==> config.mk <==
export PLATFORM = sky130hd
export DESIGN_NAME = dlt_ram
export DESIGN_NICKNAME = d
export VERILOG_FILES = /design/src/hdl/dlt_ram.sv
export SDC_FILE = /design/constraint.sdc
export NUM_CORES = 1
export LEC_CHECK = 0
export ABC_AREA = 0
export BUFFER_PORTS_ARGS = -buffer_cell sky130_fd_sc_hd__buf_2
export CAP_MARGIN = 10
export CORE_MARGIN = 2
export CORE_UTILIZATION = 55
export CTS_CLUSTER_DIAMETER = 150
export DETAILED_ROUTE_END_ITERATION = 8
export GPL_ROUTABILITY_DRIVEN = 0
export GPL_TIMING_DRIVEN = 0
export PLACE_DENSITY = 0.76
export SYNTH_ARGS = -nofsm -noshare
export SYNTH_HDL_FRONTEND = slang
export SYNTH_SLANG_ARGS = --single-unit
==> constraint.sdc <==
create_clock -name clk_i -period 2.95 [get_ports clk_i]
set_clock_uncertainty 0.2 [all_clocks]
set_input_delay 0.295 -clock clk_i [delete_from_list [all_inputs] [get_ports clk_i]]
set_output_delay 0.295 -clock clk_i [all_outputs]
set_load 0.01 [all_outputs]
==> src/hdl/dlt_ram.sv <==
// ----------------------------------------------------------------------------
// dlt_ram
// generic single-write, single-read ram with registered read data
// ----------------------------------------------------------------------------
`default_nettype none

module dlt_ram #(
  parameter int unsigned WIDTH = 8,
  parameter int unsigned DEPTH = 64
) (
  input  wire logic                     clk_i,
  input  wire logic                     we_i,
  input  wire logic [$clog2(DEPTH)-1:0] waddr_i,
  input  wire logic [WIDTH-1:0]         wdata_i,
  input  wire logic                     re_i,
  input  wire logic [$clog2(DEPTH)-1:0] raddr_i,
  output logic      [WIDTH-1:0]         rdata_o
);

  logic [WIDTH-1:0] mem_q [DEPTH];

  always_ff @(posedge clk_i) begin
    if (we_i) begin
      mem_q[waddr_i] <= wdata_i;
    end
    if (re_i) begin
      rdata_o <= mem_q[raddr_i];
    end
  end

endmodule

`default_nettype wire

==> results of run 1 <==
## state kept, by name (all words and copies together) (netlist names)
register  flops
mem_q       512
rdata_o       8
## worst max path at each step
stage / end / slack [ns] / from
floorplan: rdata_o[3] / 0.65 / raddr_i[1]
global placement: rdata_o[3] / -0.39 / raddr_i[2]
detailed placement: rdata_o[5] / -0.48 / raddr_i[2]
CTS: rdata_o[5] / 0.1 / raddr_i[2]
global route: rdata_o[3] / 0.04 / raddr_i[2]
finish: rdata_o[5] / 0.04 / raddr_i[2]
## layout make-up
cell class / instances / area share (%)
antenna: 2 / 0.0223
buffer: 50 / 1.39
clock buffer: 60 / 5.65
clock inverter: 27 / 0.831
multi-input combinational: 369 / 19.3
sequential: 520 / 69.6
tap: 468 / 2.61
timing repair buffer: 25 / 0.647
## per-layer routing
metal  part of all wire [%]  global-route usage, %  up-vias  wire length (um)
met5                  0.075                      0        -                34
met4                    2.7                   6.85        6              1210
met3                     12                   6.26       83              5320
met2                     47                   37.9      660             21400
met1                     39                   35.4     5168             17500
li1                       -                      -     4089                 -
## where the power goes
| group | switching [W] | internal, W | total, W |
|---|---|---|---|
| registers | 0.0000131 | 0.00820 | 0.00821 |
| clock network | 0.00259 | 0.00322 | 0.00581 |
| logic | 0.000517 | 0.000289 | 0.000805 |
## worst reg2reg max path, stage by stage, from the launching register on
cell and delay (ns):
edfxtp_1 0.36, mux4_2 0.49, nor2b_1 0.17, a2111oi_0 0.83
o41ai_1 0.33
## layout by cell type (no fill, tap or decap), types with 12 or more instances in the layout
| master | Yosys | layout |
|---|---|---|
| nor2_1 | 83 | 83 |
| buf_2 | 11 | 33 |
| mux2i_1 | 23 | 23 |
| nor2b_1 | 14 | 14 |
| edfxtp_1 | 520 | 520 |
| nand2_1 | 19 | 19 |
| buf_4 | 13 | 13 |
| clkbuf_1 | 17 | 27 |
| clkbuf_16 | 0 | 49 |
| mux2_2 | 13 | 13 |
| clkinv_1 | 0 | 12 |
| nand3_1 | 13 | 13 |
| mux4_2 | 126 | 126 |
## metrics by stage
| stage | std cells | cell area, um2 |
|---|---|---|
| after floorplan | 940 | 20200 |
| after global placement | 1430 | 20900 |
| after detailed placement | 1430 | 20900 |
| after CTS | 1518 | 22400 |
| after global routing | 1520 | 22400 |
| final | 1521 | 22400 |
## logic make-up (layout without fill, tap and decap cells)
| group | Yosys count | in the layout | synth area share, % |
|---|---|---|---|
| DFF | 520 | 520 | 77.1 |
| muxes | 162 | 162 | 15.9 |
| buffers and inverters | 51 | 162 | 1.56 |
| other | 0 | 2 | 0 |
| AOI/OAI and AO/OA | 54 | 54 | 2.06 |
| and+or+nand+nor | 153 | 153 | 3.37 |
## repair_timing
action                                  in CTS  in global routing
hold endpoints to repair                     8                  0
endpoints found under the setup margin       0                  2
hold buffers                                 1                  0
gates resized for setup                      0                  0
==> reports/qor.txt, run 1 <==
Outcome -> finished, final reports clean
Number of flip-flops and latches in the synthesized netlist -> 520
Combined area of the multi-input logic cells -> 0.00432 mm2
Num CTS Buffers -> 48
Fraction of the yosys area taken by sequential cells -> 77.1%
Final hold slack -> 0.0824 ns
Data required time at the worst endpoint -> 2.98 ns
Tightest Hold Check Type -> input port to flop
Worst Hold End -> rdata_o[3]
First-pass GRT wire length -> 66800 um
Post-synth design cell area -> 0.0202 mm2
Yosys Warn Count -> 0
H-tree lvl count -> 2
Worst hold stages -> 2
Endpoint kind of the worst setup timing path -> flop
Number of port buffers -> 22
Initial antenna violation count -> 5
Register area -> 0.0156 mm2
Top-level port count -> 31
RSZ-0062 raised after global routing -> false
Commonest register cell after synthesis -> edfxtp_1
Setup repair bufs after CTS -> 0
Number of buffers on the longest clock path -> 3
Die X-Extent -> 196 um
Finished Core Util -> 61.6%
Synth Instances -> 940
Number of enable-type register cells in the synthesized netlist -> 520
Top-count cell post-synth -> edfxtp_1
Fin crit period -> 2.91 ns
Worst Tran Pin Value -> 1.24 ns
Cell types occupying the most area after synthesis -> edfxtp_1, mux4_2, nor2_1
CP startpoint kind -> input port
Crit Reg-Reg Startpoint -> mem_q[2][5]
Power density normalized to cell area -> 661 mW/mm2
Net total in the final layout -> 1037
Post-synth cell types -> 39
Maxcap violations -> 0
Final max-slew violation count -> 0
Critical-path top delay cell -> o41ai_1
Cell-by-cell trace of the critical path -> buf_2, buf_4, clkbuf_1, mux4_2, o22ai_1, o41ai_1
Critical Path Fanout Max -> 19
Standard cell core area -> 0.0364 mm2
CP Class -> input port to flop
Detail Route Antenna Nets -> 0
Min-Delay Startpoint -> raddr_i[5]
Async set-reset flop share out of synthesis -> 0%
Starting utilization of the core area -> 55.6%
Routed len/inst -> 29.9 um
Relative slew slack -> 17.7%
Share of the cycle needed by the critical path after routing -> 98.7%
Leakage power -> 6.95 nW
Number of cell rows -> 70
Crit. path cell count -> 6
Overall via count from detail_route -> 10000
Relative area change from synthesis to final layout -> 10.8%
Average via count per standard cell -> 6.58
Number of nets in the synthesized netlist -> 963
Die footprint -> 0.0384 mm2
Iteration-0 DRC count of the detailed router -> 1386
Total iterations of the first detailed-routing run -> 5
Worst Reg-to-Reg Cells -> 4
Global router's overall resource usage -> 24.5%
Gr ovfl total -> 0
Layout cell share with drive strength beyond 1 -> 24.7%
Post-synth top cells -> edfxtp_1, mux4_2, nor2_1
Top cell type by total area after synthesis -> edfxtp_1
Vertical die dimension -> 196 um
WL final -> 45500 um
Final count of negative-setup-slack endpoints -> 0
End of the worst register-to-register path -> rdata_o[5]
CTS sink cnt -> 520
Total Neg Setup Slack -> 0 ns
Via count of the first global-routing pass -> 9794
Fill count -> 2418
Final Worst Setup Slack -> 0.0375 ns
Data arrival, critical path -> 2.94 ns
Final hold violation count -> 0
Yosys top cell area share -> 77.1%
Dominant delay contributor by cell family on the critical path -> buffers and inverters
VDD IR max -> 0.000433 V
Pin count of the biggest net entering global routing -> 65
Slack of the worst reg-to-reg path -> 0.25 ns
Placement-stage worst setup slack -> -0.481 ns
Stage delay of the slowest cell on the critical path -> 0.85 ns
Post-synthesis area per instance -> 21.5 um2
Crit path buf inv count -> 3
Clock input transition at the sequential cells of the worst setup and hold paths -> 0.06 ns
Achievable clock frequency -> 343 MHz
PnR Total Power -> 0.0148 W
Latest clock arrival within the worst-skew pair -> 0.57 ns
Clock tree from TritonCTS -> done
Detailed-route DRC error count -> 0
Detailed placer's ending HPWL -> 28700 um
CTS root buffer -> clkbuf_16
No activity file was read; power rests on OpenSTA's default activity.
==> run 2: changes to the inputs <==
--- a/config.mk
+++ b/config.mk
@@ -8,6 +8,7 @@
 export ABC_AREA = 0
 export BUFFER_PORTS_ARGS = -buffer_cell sky130_fd_sc_hd__buf_2
 export CAP_MARGIN = 10
+export CORE_ASPECT_RATIO = 1.75
 export CORE_MARGIN = 2
 export CORE_UTILIZATION = 55
 export CTS_CLUSTER_DIAMETER = 150
==> reports/qor.txt, run 2 (synthesis results as in run 1) <==
CTS root buffer -> clkbuf_16 (unchanged)
Metal3 WL -> 3290 um (was 5320 um)
Relative area change from synthesis to final layout -> 10.6% (was 10.8%)
Iteration-0 DRC count of the detailed router -> 1200 (was 1386)
Final design area excluding fillers -> 0.0224 mm2 (about the same)
Leading cell type in the layout, fill and taps excluded -> edfxtp_1 (unchanged)
Total iterations of the first detailed-routing run -> 5 (unchanged)
First-pass GRT wire length -> 67500 um (was 66800 um)
Final hold slack -> 0.0588 ns (was 0.0824 ns)
Detail Route Antenna Nets -> 0 (unchanged)
Met2 wirelength from detailed routing -> 25000 um (was 21400 um)
Data required time at the worst endpoint -> 3.02 ns (was 2.98 ns)
Top routing layer used -> met4 (was met5)
Endpoint kind of the worst setup timing path -> flop (unchanged)
Detailed-route DRC error count -> 0 (unchanged)
Clock input transition at the sequential cells of the worst setup and hold paths -> 0.07 ns (was 0.06 ns)
Post-route non-filler standard cell count -> 1517 (was 1521)
Layout cell share with drive strength beyond 1 -> 24.5% (was 24.7%)
Gr ovfl total -> 0 (unchanged)
Number of port buffers -> 22 (unchanged)
Tightest Hold Check Type -> input port to flop (unchanged)
Worst Reg-to-Reg Cells -> 4 (unchanged)
Achievable clock frequency -> 344 MHz (was 343 MHz)
Placement Cell Area -> 0.0210 mm2 (was 0.0209 mm2)
Crit Reg-Reg Startpoint -> mem_q[3][3] (was mem_q[2][5])
Number of buffers on the longest clock path -> 3 (unchanged)
Placed Cells incl. Taps -> 1438 (was 1430)
Power density normalized to cell area -> 658 mW/mm2 (was 661 mW/mm2)
Global router's overall resource usage -> 25.3% (was 24.5%)
Initial antenna violation count -> 0 (was 5)
Top-level port count -> 31 (unchanged)
Final max-slew violation count -> 0 (unchanged)
Outcome -> finished, final reports clean (unchanged)
Relative slew slack -> 17.7% (about the same)
Leading cell types in the layout, fill and taps excluded -> edfxtp_1, mux4_2, nor2_1 (unchanged)
Net total in the final layout -> 1034 (was 1037)
RSZ-0062 raised after global routing -> false (unchanged)
Detailed placer's ending HPWL -> 31000 um (was 28700 um)
Worst hold stages -> 2 (unchanged)
Share of the cycle needed by the critical path after routing -> 98.5% (was 98.7%)
Die footprint -> 0.0384 mm2 (about the same)
Num CTS Buffers -> 42 (was 48)
Worst Tran Pin Value -> 1.23 ns (was 1.24 ns)
Overall via count from detail_route -> 9951 (was 10000)
Sum of routed wire segments on met1 -> 15300 um (was 17500 um)
Total Neg Setup Slack -> 0 ns (unchanged)
Latest clock arrival within the worst-skew pair -> 0.56 ns (was 0.57 ns)
Pin count of the biggest net entering global routing -> 65 (unchanged)
VDD IR max -> 0.000437 V (was 0.000433 V)
Min-Delay Startpoint -> raddr_i[5] (unchanged)
Vertical die dimension -> 258 um (was 196 um)
End of the worst register-to-register path -> rdata_o[3] (was rdata_o[5])
CP startpoint kind -> input port (unchanged)
PnR Total Power -> 0.0147 W (was 0.0148 W)
Standard cell core area -> 0.0365 mm2 (was 0.0364 mm2)
Antenna diode count -> 0 (was 2)
Final hold violation count -> 0 (unchanged)
Via count of the first global-routing pass -> 10100 (was 9794)
WL final -> 47400 um (was 45500 um)
Top reg by flops -> mem_q (unchanged)
Starting utilization of the core area -> 55.4% (was 55.6%)
CTS sink cnt -> 520 (unchanged)
Critical Path Fanout Max -> 10 (was 19)
Worst Hold End -> rdata_o[3] (unchanged)
Die X-Extent -> 149 um (was 196 um)
Leakage power -> 6.92 nW (was 6.95 nW)
Clock tree from TritonCTS -> done (unchanged)
Slack of the worst reg-to-reg path -> 0.38 ns (was 0.25 ns)
Maxcap violations -> 0 (unchanged)
H-tree lvl count -> 2 (unchanged)
Biggest registers after layout -> mem_q x512, rdata_o x8 (unchanged)
Routed len/inst -> 31.2 um (was 29.9 um)
Data arrival, critical path -> 2.98 ns (was 2.94 ns)
Average via count per standard cell -> 6.56 (was 6.58)
Final count of negative-setup-slack endpoints -> 0 (unchanged)
CP Class -> input port to flop (unchanged)
Number of flip-flops under the largest register name -> 512 (unchanged)
Fin crit period -> 2.90 ns (was 2.91 ns)
Number of cell rows -> 93 (was 70)
Post-CTS Resized -> 0 (unchanged)
run 2: worst max-delay path, cell delays in order:
cell,delay [ns]
buf_4,0.19
buf_2,0.40
buf_1,0.83
nand2_1,0.37
o221ai_1,0.31
nor2_1,0.12
nor3_1,0.25
o32ai_1,0.18
run 2: area by class of cell:
class	instances	area, um2
Fill cell	2470	14100
Clock buffer	52	1150
Clock inverter	23	243
Timing Repair Buffer	27	165
Multi-Input combinational cell	369	4320
Sequential cell	520	15600
Tap cell	475	594
Buffer	51	317
run 2: what timing repair did:
item | CTS | global route
endpoints found under the hold margin | 8 | 12
setup buffers | 0 | 0
hold buffers | 1 | 1
run 2: worst max-delay path by stage:
stage          slack (ns)    endpoint  startpoint  cells past startpoint
2_1_floorplan        0.65  rdata_o[3]  raddr_i[1]                      7
3_3_place_gp        -0.39  rdata_o[7]  raddr_i[1]                      8
3_5_place_dp        -0.39  rdata_o[4]  raddr_i[1]                      8
4_1_cts              0.18  rdata_o[4]  raddr_i[1]                      8
5_1_grt               0.1  rdata_o[4]  raddr_i[1]                      8
6_report             0.05  rdata_o[4]  raddr_i[1]                      8
run 2: layer usage:
metal	vias to the layer above	GRT usage, %
met5	-	0
met4	0	17.1
met3	155	3.60
met2	601	44.2
met1	5130	28.7
li1	4065	-
run 2: stage by stage:
| stage | setup WS [ns] | utilization (%) |
|---|---|---|
| floorplan | 0.649 | - |
| global placement | -0.388 | 57.3 |
| detailed placement | -0.386 | 57.4 |
| CTS | 0.177 | 61.2 |
| global route | 0.0982 | 61.3 |
| finish | 0.0456 | 61.3 |
run 2: where the power goes:
part	internal [W]	total [W]	switching (W)
Combinational	0.000290	0.000816	0.000526
Clock	0.00322	0.00573	0.00251
Sequential	0.00819	0.00820	0.0000135
==> run 3: changes to the inputs <==
--- a/config.mk
+++ b/config.mk
@@ -15,7 +15,7 @@
 export DETAILED_ROUTE_END_ITERATION = 8
 export GPL_ROUTABILITY_DRIVEN = 0
 export GPL_TIMING_DRIVEN = 0
-export PLACE_DENSITY = 0.76
+export PLACE_DENSITY_LB_ADDON = 0.12
 export SYNTH_ARGS = -nofsm -noshare
 export SYNTH_HDL_FRONTEND = slang
 export SYNTH_SLANG_ARGS = --single-unit
==> reports/qor.txt, run 3 (synthesis results as in run 1) <==
H-tree lvl count -> 2 (unchanged)
Routed len/inst -> 32.1 um (was 31.2 um)
Number of flip-flops under the largest register name -> 512 (unchanged)
Layout cell share with drive strength beyond 1 -> 24.5% (about the same)
Fin crit period -> 2.96 ns (was 2.90 ns)
First-pass GRT wire length -> 69300 um (was 67500 um)
Overall via count from detail_route -> 9818 (was 9951)
Initial antenna violation count -> 1 (was 0)
CP startpoint kind -> input port (unchanged)
Final max-slew violation count -> 0 (unchanged)
Top reg by flops -> mem_q (unchanged)
Critical Path Fanout Max -> 10 (unchanged)
Top-level port count -> 31 (unchanged)
Detailed-route DRC error count -> 0 (unchanged)
Detail Route Antenna Nets -> 0 (unchanged)
Relative slew slack -> 14.6% (was 17.7%)
Endpoint kind of the worst setup timing path -> flop (unchanged)
Final hold violation count -> 0 (unchanged)
Average via count per standard cell -> 6.44 (was 6.56)
Vertical die dimension -> 258 um (unchanged)
Net total in the final layout -> 1039 (was 1034)
Detailed placer's ending HPWL -> 32300 um (was 31000 um)
Leakage power -> 6.97 nW (was 6.92 nW)
CTS sink cnt -> 520 (unchanged)
Worst Tran Pin Value -> 1.28 ns (was 1.23 ns)
Clock tree from TritonCTS -> done (unchanged)
Cell-by-cell trace of the critical path -> buf_4, buf_2, buf_4, buf_2, mux4_2, mux2i_1, a21oi_1, o21ai_0, nand2_1 (was buf_4, buf_2, buf_1, nand2_1, o221ai_1, nor2_1, nor3_1, o32ai_1)
Number of cell rows -> 93 (unchanged)
PnR Total Power -> 0.0149 W (was 0.0147 W)
VDD IR max -> 0.000575 V (was 0.000437 V)
Global router's overall resource usage -> 26.1% (was 25.3%)
Stage delay of the slowest cell on the critical path -> 0.50 ns (was 0.83 ns)
Power density normalized to cell area -> 663 mW/mm2 (was 658 mW/mm2)
Clock input transition at the sequential cells of the worst setup and hold paths -> 0.06 ns (was 0.07 ns)
Biggest registers after layout -> mem_q x512, rdata_o x8 (unchanged)
Maxcap violations -> 0 (unchanged)
Tightest Hold Check Type -> input port to flop (unchanged)
Leading cell types in the layout, fill and taps excluded -> edfxtp_1, mux4_2, nor2_1 (unchanged)
Latest clock arrival within the worst-skew pair -> 0.56 ns (about the same)
Leading cell type in the layout, fill and taps excluded -> edfxtp_1 (unchanged)
Standard cell core area -> 0.0365 mm2 (unchanged)
Number of buffers on the longest clock path -> 3 (unchanged)
Total iterations of the first detailed-routing run -> 5 (unchanged)
Achievable clock frequency -> 338 MHz (was 344 MHz)
Number of port buffers -> 22 (unchanged)
CP Class -> input port to flop (unchanged)
Iteration-0 DRC count of the detailed router -> 1289 (was 1200)
WL final -> 48900 um (was 47400 um)
Pin count of the biggest net entering global routing -> 65 (unchanged)
Post-CTS Resized -> 0 (unchanged)
Share of the cycle needed by the critical path after routing -> 100% (was 98.5%)
Antenna diode count -> 0 (unchanged)
Data required time at the worst endpoint -> 3.03 ns (was 3.02 ns)
Starting utilization of the core area -> 55.4% (unchanged)
Gr ovfl total -> 0 (unchanged)
Setup repair bufs after CTS -> 0 (unchanged)
Die footprint -> 0.0384 mm2 (unchanged)
Num CTS Buffers -> 45 (was 42)
Relative area change from synthesis to final layout -> 11.0% (was 10.6%)
Via count of the first global-routing pass -> 9946 (was 10100)
Final count of negative-setup-slack endpoints -> 1 (was 0)
Outcome -> finished with violations (was finished, final reports clean)
Data arrival, critical path -> 3.04 ns (was 2.98 ns)
Failing checks -> negative setup slack
Finished Core Util -> 61.5% (was 61.3%)
Die X-Extent -> 149 um (unchanged)
Critical-path top delay cell -> buf_2 (was buf_1)
CTS root buffer -> clkbuf_16 (unchanged)
Final Worst Setup Slack -> -0.00956 ns (was 0.0456 ns)
RSZ-0062 raised after global routing -> false (unchanged)
-- run 3: changes by cell type in the layout (fill, tap and decap cells not counted) --
cell	delta
buf_12	+2
bufinv_16	+1
clkbuf_1	+3
clkinv_1	+2
clkinv_2	+4
clkinv_4	-1
clkinvlp_4	-4
-- run 3: worst paths after layout --
check             slack, ns  depth (start not counted)         end          from
setup / recovery      -0.01                          9  rdata_o[7]    raddr_i[1]
hold / removal         0.04                          2  rdata_o[3]    raddr_i[5]
setup reg to reg       0.54                          5  rdata_o[6]  mem_q[29][6]
hold reg to reg        0.81                          4  rdata_o[7]   mem_q[5][7]
-- run 3: worst max-delay path, delay by kind of cell --
kind / cells / cell delay (ns)
multiplexers: 2 / 0.81
AND/OR/NAND/NOR: 1 / 0.15
AO/OA/AOI/OAI: 2 / 0.32
buffers and inverters: 4 / 1.46
-- run 3: layout make-up --
| class | instances | area [um2] |
|---|---|---|
| Tap cell | 475 | 594 |
| Clock inverter | 25 | 262 |
| Sequential cell | 520 | 15600 |
| Multi-Input combinational cell | 369 | 4320 |
| Timing Repair Buffer | 29 | 205 |
| Fill cell | 2620 | 14100 |
| Clock buffer | 55 | 1160 |
| Buffer | 51 | 317 |
-- run 3: metal layers --
layer  vias to the layer above  track usage [%]  part of all wire (%)
met5                         -                0                 0.027
met4                         2             10.2                   4.5
met3                       118             3.83                   6.6
met2                       446             47.7                    55
met1                      5172             30.9                    34
li1                       4080                -                     -
-- run 3: repair_timing --
action | 4_1_cts | 5_1_grt
setup endpoints to repair | 0 | 0
hold buffers | 1 | 1
hold endpoints to repair | 8 | 16
-- run 3: stage by stage --
| stage | TNS [ns] | setup slack (ns) | cells | hold WS [ns] | instance area [um2] |
|---|---|---|---|---|---|
| detailed placement | -2.55 | -0.453 | 1439 | 0.441 | 21000 |
| CTS | 0 | 0.0815 | 1520 | 0.0217 | 22400 |
| global route | 0 | 0.0752 | 1524 | 0.0353 | 22500 |
| global placement | -2.66 | -0.499 | 1437 | 0.427 | 21000 |
| floorplan | 0 | 0.649 | 940 | 0.194 | 20200 |
| finish | -0.00956 | -0.00956 | 1524 | 0.0412 | 22500 |
-- run 3: report_power, final --
group	internal [W]	switching [W]	leakage, nW
Sequential	0.00819	0.0000125	4.69
Clock	0.00332	0.00254	0.700
Combinational	0.000296	0.000535	1.58
Total	0.0118	0.00308	6.97
